## src/rtl/aop_pkg.sv

```systemverilog
// Shared types, widths and helper functions for the box overlap push-side block.
package aop_pkg;

  // Coordinate and scale widths
  localparam int COORD_WIDTH = 32;
  localparam int SCALE_WIDTH = 16;
  localparam int FRAC_SHIFT  = 8;
  localparam int PUSH_W      = 32;

  // Derived datapath widths: product, scaled extent, bound, difference, gap
  localparam int EXT_W   = COORD_WIDTH + SCALE_WIDTH;
  localparam int SEXT_W  = EXT_W - FRAC_SHIFT;
  localparam int BOUND_W = SEXT_W + 1;
  localparam int DIFF_W  = BOUND_W + 1;
  localparam int GAP_W   = DIFF_W;
  localparam int WIDE_W  = (DIFF_W > PUSH_W) ? DIFF_W : PUSH_W + 1;

  // Axis codes; the last one marks an item to drop
  typedef enum logic [1:0] {
    AXIS_X    = 2'd0,
    AXIS_Y    = 2'd1,
    AXIS_Z    = 2'd2,
    AXIS_NONE = 2'd3
  } axis_t;

  typedef struct packed {
    axis_t                          axis;
    logic signed [COORD_WIDTH-1:0]  a_last_pos;
    logic signed [COORD_WIDTH-1:0]  a_now_pos;
    logic signed [COORD_WIDTH-1:0]  a_min;
    logic signed [COORD_WIDTH-1:0]  a_max;
    logic        [SCALE_WIDTH-1:0]  a_scale;
    logic signed [COORD_WIDTH-1:0]  b_last_pos;
    logic signed [COORD_WIDTH-1:0]  b_now_pos;
    logic signed [COORD_WIDTH-1:0]  b_min;
    logic signed [COORD_WIDTH-1:0]  b_max;
    logic        [SCALE_WIDTH-1:0]  b_scale;
    logic                           want_push;
  } in_item_t;

  typedef struct packed {
    logic                     hit;
    logic signed [PUSH_W-1:0] push_x;
    logic signed [PUSH_W-1:0] push_y;
    logic signed [PUSH_W-1:0] push_z;
  } out_item_t;

  // Per-axis figures handed from the datapath to the running-minimum stage
  typedef struct packed {
    axis_t                    axis;
    logic                     want_push;
    logic                     ov;
    logic [GAP_W-1:0]         gap_hi;
    logic [GAP_W-1:0]         gap_lo;
    logic signed [PUSH_W-1:0] push_hi;
    logic signed [PUSH_W-1:0] push_lo;
  } axis_res_t;

  // Saturation limits at the output width
  localparam logic signed [WIDE_W-1:0] PUSH_HI =
    WIDE_W'(signed'({1'b0, {(PUSH_W-1){1'b1}}}));
  localparam logic signed [WIDE_W-1:0] PUSH_LO =
    WIDE_W'(signed'({1'b1, {(PUSH_W-1){1'b0}}}));

  // Magnitude of a signed difference
  function automatic logic [GAP_W-1:0] gap_mag(input logic signed [DIFF_W-1:0] d);
    logic signed [DIFF_W-1:0] n;
    n = -d;
    return d[DIFF_W-1] ? GAP_W'(n) : GAP_W'(d);
  endfunction

  // Clamp a signed difference to the output width
  function automatic logic signed [PUSH_W-1:0] sat_push(
    input logic signed [DIFF_W-1:0] d
  );
    logic signed [WIDE_W-1:0] w;
    w = WIDE_W'(d);
    if (w > PUSH_HI) begin
      return PUSH_HI[PUSH_W-1:0];
    end else if (w < PUSH_LO) begin
      return PUSH_LO[PUSH_W-1:0];
    end
    return w[PUSH_W-1:0];
  endfunction

endpackage

```

## src/rtl/aop_pick.sv

```systemverilog
// Running overlap and minimum-gap side selection, with the result register.
module aop_pick (
  input  logic                clk,
  input  logic                rst_n,
  input  logic                res_valid,
  output logic                res_take,
  input  aop_pkg::axis_res_t  res_data,
  output logic                out_valid,
  input  logic                out_stall,
  output aop_pkg::out_item_t  out_data
);

  localparam int GAP_W  = aop_pkg::GAP_W;
  localparam int PUSH_W = aop_pkg::PUSH_W;

  // Test state
  logic                     overlap_r;
  logic [GAP_W-1:0]         best_gap_r;
  aop_pkg::axis_t           best_axis_r;
  logic signed [PUSH_W-1:0] best_push_r;

  logic                     overlap_nxt;
  logic [GAP_W-1:0]         best_gap_nxt;
  aop_pkg::axis_t           best_axis_nxt;
  logic signed [PUSH_W-1:0] best_push_nxt;

  // Result register
  logic               out_valid_r;
  aop_pkg::out_item_t out_data_r;
  aop_pkg::out_item_t out_data_nxt;

  logic out_free;
  logic ends_test;

  assign out_free  = !out_valid_r || !out_stall;
  assign ends_test = (res_data.axis == aop_pkg::AXIS_Z);
  assign res_take  = res_valid && (!ends_test || out_free);

  // Fold this axis into the running overlap and minimum; ties keep the earlier side
  always_comb begin
    if (res_data.axis == aop_pkg::AXIS_X) begin
      overlap_nxt   = res_data.ov;
      best_gap_nxt  = res_data.gap_hi;
      best_axis_nxt = res_data.axis;
      best_push_nxt = res_data.push_hi;
    end else begin
      overlap_nxt   = overlap_r && res_data.ov;
      best_gap_nxt  = best_gap_r;
      best_axis_nxt = best_axis_r;
      best_push_nxt = best_push_r;
      if (res_data.gap_hi < best_gap_r) begin
        best_gap_nxt  = res_data.gap_hi;
        best_axis_nxt = res_data.axis;
        best_push_nxt = res_data.push_hi;
      end
    end
    if (res_data.gap_lo < best_gap_nxt) begin
      best_gap_nxt  = res_data.gap_lo;
      best_axis_nxt = res_data.axis;
      best_push_nxt = res_data.push_lo;
    end
  end

  // Build the result: push only on the winning axis, and only on a wanted hit
  always_comb begin
    out_data_nxt.hit    = overlap_nxt;
    out_data_nxt.push_x = '0;
    out_data_nxt.push_y = '0;
    out_data_nxt.push_z = '0;
    if (overlap_nxt && res_data.want_push) begin
      unique case (best_axis_nxt)
        aop_pkg::AXIS_X: out_data_nxt.push_x = best_push_nxt;
        aop_pkg::AXIS_Y: out_data_nxt.push_y = best_push_nxt;
        aop_pkg::AXIS_Z: out_data_nxt.push_z = best_push_nxt;
        default:         out_data_nxt.push_x = '0;
      endcase
    end
  end

  // Update state on each taken axis item
  always_ff @(posedge clk) begin
    if (!rst_n) begin
      overlap_r   <= 1'b1;
      best_gap_r  <= '0;
      best_axis_r <= aop_pkg::AXIS_X;
      best_push_r <= '0;
    end else if (res_take) begin
      overlap_r   <= overlap_nxt;
      best_gap_r  <= best_gap_nxt;
      best_axis_r <= best_axis_nxt;
      best_push_r <= best_push_nxt;
    end
  end

  // Load the result on the closing axis; drop it once transferred
  always_ff @(posedge clk) begin
    if (!rst_n) begin
      out_valid_r <= 1'b0;
    end else if (res_take && ends_test) begin
      out_valid_r <= 1'b1;
    end else if (!out_stall) begin
      out_valid_r <= 1'b0;
    end
  end

  always_ff @(posedge clk) begin
    if (res_take && ends_test) begin
      out_data_r <= out_data_nxt;
    end
  end

  assign out_valid = out_valid_r;
  assign out_data  = out_data_r;

endmodule

```

## config.mk

```make
export PLATFORM = sky130hd
export DESIGN_NAME = aop_pick
export DESIGN_NICKNAME = d
export VERILOG_FILES = /design/src/rtl/aop_pkg.sv /design/src/rtl/aop_pick.sv
export SDC_FILE = /design/constraint.sdc
export NUM_CORES = 1
export LEC_CHECK = 0
export ABC_AREA = 1
export BUFFER_PORTS_ARGS = -buffer_cell sky130_fd_sc_hd__buf_2
export CAP_MARGIN = 30
export CELL_PAD_IN_SITES_DETAIL_PLACEMENT = 0
export CELL_PAD_IN_SITES_GLOBAL_PLACEMENT = 1
export CORE_ASPECT_RATIO = 1.2
export CORE_MARGIN = 3
export CORE_UTILIZATION = 37
export CTS_BUF_LIST = sky130_fd_sc_hd__clkbuf_16
export CTS_CLUSTER_SIZE = 12
export DETAILED_ROUTE_END_ITERATION = 12
export MAX_ROUTING_LAYER = met4
export PLACE_DENSITY = 0.74
export SYNTH_ARGS = -nofsm -noshare
export SYNTH_HDL_FRONTEND = slang
export SYNTH_SLANG_ARGS = --single-unit
```

## constraint.sdc

```tcl
create_clock -name clk -period 16.1 [get_ports clk]
set_input_delay 3.22 -clock clk [delete_from_list [all_inputs] [get_ports clk]]
set_output_delay 3.22 -clock clk [all_outputs]
set_load 0.02 [all_outputs]
```

==> impl_results.rst <==
.. list-table::
   :header-rows: 1

   * - Metric
     - Value
   * - Status
     - finished, final reports clean
   * - Cell count of the worst reg-to-reg path
     - 23
   * - Setup Fix Bufs, Post-CTS
     - 0
   * - Count of hold-fix buffers inserted at cts
     - 0
   * - Worst EP required
     - 16.27 ns
   * - Post-Syn Nets
     - 1,658
   * - Detailed-route wire length per cell
     - 15.56 um
   * - Fraction of the yosys area taken by sequential cells
     - 39.91%
   * - Area delta synth->final
     - 18.89%
   * - Maximum number of pins on one net before global-route repair
     - 82
   * - Leakage dissipation
     - a little over 6 nW
   * - Number of buffers created by CTS
     - 17
   * - Rel. slew slack
     - approximately 35%
   * - Mean area per synthesized cell
     - 7.896 sq um
   * - Max clock buf depth
     - 2
   * - Capture point of the critical path
     - out_data[58]
   * - Post-layout instance area
     - approximately 13,000 sq um
   * - Max-cap violations
     - 0
   * - CTS tree
     - yes
   * - Critical path arrival
     - ~9.4 ns
   * - Placed instance area
     - 12,750 sq um
   * - Pwr/cell area
     - 108.8 nW/um^2
   * - Number of buffer cells added on primary ports
     - 254
   * - Total Power
     - 1.450 mW
   * - Launching element of the worst setup path
     - res_data[143]
   * - Ratio of routed vias to standard cells
     - 4.797
   * - Max Slew Vio Count
     - 0
   * - Number of antenna cells inserted
     - 0
   * - Tightest Hold Check Type
     - reg2reg
   * - Unrepaired setup endpoints after global routing
     - false
   * - Congestion Overflow GR
     - 0
   * - Final setup violation count
     - 0
   * - Kind of end point of the critical path
     - flop
   * - Share of the cycle needed by the critical path after routing
     - a little under three fifths
   * - Post-route minimum period
     - roughly 9 ns
   * - Critical R2R Launch
     - best_gap_r[31]
   * - Number of nets in the finished design
     - 1,861
   * - Worst Skew
     - 0.01510 ns
   * - Detailed placement HPWL
     - between 20 and 25 mm
   * - Chip height
     - slightly below 200 um
   * - Core footprint
     - 29,700 sq um
   * - Final estimated routing congestion in global placement
     - 0.8671
   * - Drt total wl
     - 31.53 mm
   * - Number of placement rows
     - approximately 70
   * - Class of the most critical setup path
     - in2reg
   * - Starting Density
     - around 38%
   * - Final Hold Slack
     - 0.4653 ns
   * - Transition time at the pin with the least slew margin
     - 0.9803 ns
   * - Fraction of final layout cells sized beyond drive strength 1
     - ~25%
   * - Yosys warns
     - 0
   * - Clock sinks
     - 175
   * - # IOs
     - 255
   * - Total negative slack for setup checks
     - 0 ns
   * - Instance count of the mapped netlist
     - 1,420
   * - Antenna violations before repair
     - 0
   * - Routed Antenna Nets
     - 0
   * - Fmax achieved
     - 108.4 MHz
   * - Cell area after technology mapping
     - 11,210 sq um
   * - Clock latency on the worst-skew pair
     - 0.44 ns
   * - Depth of the worst hold-timing path
     - 2
   * - Endpoint of the worst register-to-register path
     - out_data[58]
   * - Distinct cell type count of the synthesized netlist
     - 40
   * - Pre-CTS setup slack
     - roughly 6.3 ns
   * - Overall die width
     - 164.9 um
   * - Initial drt markers
     - 568
   * - Post-route setup slack
     - just under 7 ns
   * - IR drop worst, VDD
     - 53.98 uV
   * - Detailed-routing iteration count for the pre-antenna-repair pass
     - 5
   * - Crit Path Max Fanout
     - 81
   * - Clock transition at the registers of the reported paths
     - 0.07 ns
   * - Number of design rule violations left after detail routing
     - 0
   * - Number of resized instances in the post-cts repair step
     - 0
   * - Final count of hold timing violations
     - 0
   * - Overall fraction of global-route tracks in use
     - between 20% and 30%
   * - Cell chosen for the clock root
     - sky130_fd_sc_hd__clkbuf_16
   * - Wire length of the first global-routing pass
     - 49.62 mm
   * - Routed vias
     - 9,718
   * - Area enclosed by the die boundary
     - 32,440 sq um
   * - H-tree depth reported by CTS
     - 4
   * - R2R setup slack
     - 9.39 ns
   * - Number of storage elements in the synthesis netlist
     - 175
   * - Via count of the first global-routing pass
     - 9,272
   * - Startpoint Class
     - primary input
[per-layer routing]
layer / global-route usage, % / vias up / wire [um]
met5: - / - / 0
met4: 6.122 / 0 / 662
met3: 2.796 / 38 / 1393
met2: 33.26 / 238 / 15590
met1: 25.57 / 4406 / 13890
li1: - / 5036 / -
[kinds of logic after synthesis]
logic type               after synthesis  share of synthesized area, %
AND/OR/NAND/NOR                      638                         29.45
buffers and inverters                322                         11.78
AO/OA/AOI/OAI                        203                         9.709
flip-flops                           175                         39.91
adder cells (fa/ha/maj)               82                         9.151
[cells in the final DEF, fill, tap and decap left out, types with 8 or more instances in the layout]
| master | count |
|---|---|
| sky130_fd_sc_hd__a21oi_1 | 146 |
| sky130_fd_sc_hd__edfxtp_1 | 97 |
| sky130_fd_sc_hd__buf_4 | 8 |
| sky130_fd_sc_hd__nand3_1 | 124 |
| sky130_fd_sc_hd__ha_1 | 82 |
| sky130_fd_sc_hd__clkbuf_16 | 17 |
| sky130_fd_sc_hd__nor3_2 | 76 |
| sky130_fd_sc_hd__nand2_1 | 301 |
| sky130_fd_sc_hd__dfxtp_1 | 78 |
| sky130_fd_sc_hd__nor2_1 | 62 |
| sky130_fd_sc_hd__nor3_1 | 24 |
| sky130_fd_sc_hd__nand2_4 | 24 |
| sky130_fd_sc_hd__o21ai_0 | 36 |
| sky130_fd_sc_hd__inv_1 | 236 |
| sky130_fd_sc_hd__nand4_1 | 8 |
| sky130_fd_sc_hd__nand2_2 | 9 |
| sky130_fd_sc_hd__buf_2 | 254 |
[metrics by stage]
stage,std cells,utilization [%]
after detailed placement,1993,42.92
after CTS,2025,44.79
after global placement,1989,42.60
after global routing,2026,44.89
after floorplan,1420,-
final,2026,44.89
[layout make-up]
class / instances / area [sq um]
repair buffers: 267 / 1454
fillers: 3073 / 16370
inverters: 239 / 899.6
clock buffers: 17 / 425.4
well taps: 390 / 488.0
multi-input cells: 923 / 5458
flip-flops and latches: 175 / 4474
clock inverters: 15 / 131.4
[worst min path at each step]
stage / startpoint / endpoint
2_1_floorplan: overlap_r / overlap_r
3_3_place_gp: best_gap_r[18] / best_gap_r[18]
3_5_place_dp: best_gap_r[10] / best_gap_r[10]
4_1_cts: best_gap_r[10] / best_gap_r[10]
5_1_grt: best_gap_r[34] / best_gap_r[34]
6_report: best_gap_r[15] / best_gap_r[15]
[Yosys cell counts, drive strengths merged]
library cell,n,area [sq um]
nand2,334,1441
inv,238,893.4
a21oi,146,730.7
nand3,127,645.6
nor3,100,880.9
edfxtp,97,2913
ha,82,1026
dfxtp,78,1562
nor2,63,239.0
buf,43,274.0
clkbuf,40,150.1
o21ai,36,180.2
nand4,8,50.05
nand3b,4,30.03
o21a,4,30.03
a211oi,3,22.52
a21o,3,22.52
a31oi,2,27.53
o221ai,2,17.52
a211o,1,8.760
a22oi,1,7.510
and2,1,6.260
clkinv,1,3.750
nor4b,1,8.760
o2111ai,1,8.760
o211ai,1,7.510
o221a,1,11.26
o22ai,1,6.260
o31ai,1,7.510
[report_power, final]
part           total [mW]  internal [mW]  switching, mW
Clock               0.398          0.203          0.195
Combinational       0.530          0.171          0.359
Sequential          0.522          0.510         0.0125
Total                1.45          0.883          0.567
[worst max-delay path, stage by stage]
cell,delay (ns)
sky130_fd_sc_hd__buf_2,0.12
sky130_fd_sc_hd__ha_1,0.30
sky130_fd_sc_hd__nand2_1,0.09
sky130_fd_sc_hd__inv_1,0.04
sky130_fd_sc_hd__nand2_1,0.05
sky130_fd_sc_hd__nand2_1,0.05
sky130_fd_sc_hd__nand2_1,0.05
sky130_fd_sc_hd__nand2_1,0.06
sky130_fd_sc_hd__a21oi_1,0.23
sky130_fd_sc_hd__nand3_2,0.20
sky130_fd_sc_hd__nand2_4,0.51
sky130_fd_sc_hd__buf_4,0.72
sky130_fd_sc_hd__a21oi_1,0.21
sky130_fd_sc_hd__ha_1,0.34
sky130_fd_sc_hd__nand2_1,0.05
sky130_fd_sc_hd__nor3_1,0.35
sky130_fd_sc_hd__nand2_1,0.10
sky130_fd_sc_hd__nor4b_1,0.47
sky130_fd_sc_hd__nand2_4,0.64
sky130_fd_sc_hd__nand2_4,0.22
sky130_fd_sc_hd__buf_4,0.41
sky130_fd_sc_hd__nand2_1,0.17
sky130_fd_sc_hd__nand2_4,0.26
sky130_fd_sc_hd__buf_16,0.32
sky130_fd_sc_hd__nor3_2,0.09
[flip-flops by register name, indices dropped and copies added (netlist names)]
register	cells
best_axis_r	2
best_gap_r	42
best_push_r	32
out_data	97
out_valid	1
overlap_r	1
Note: power is estimated with default switching activity, not from simulation.
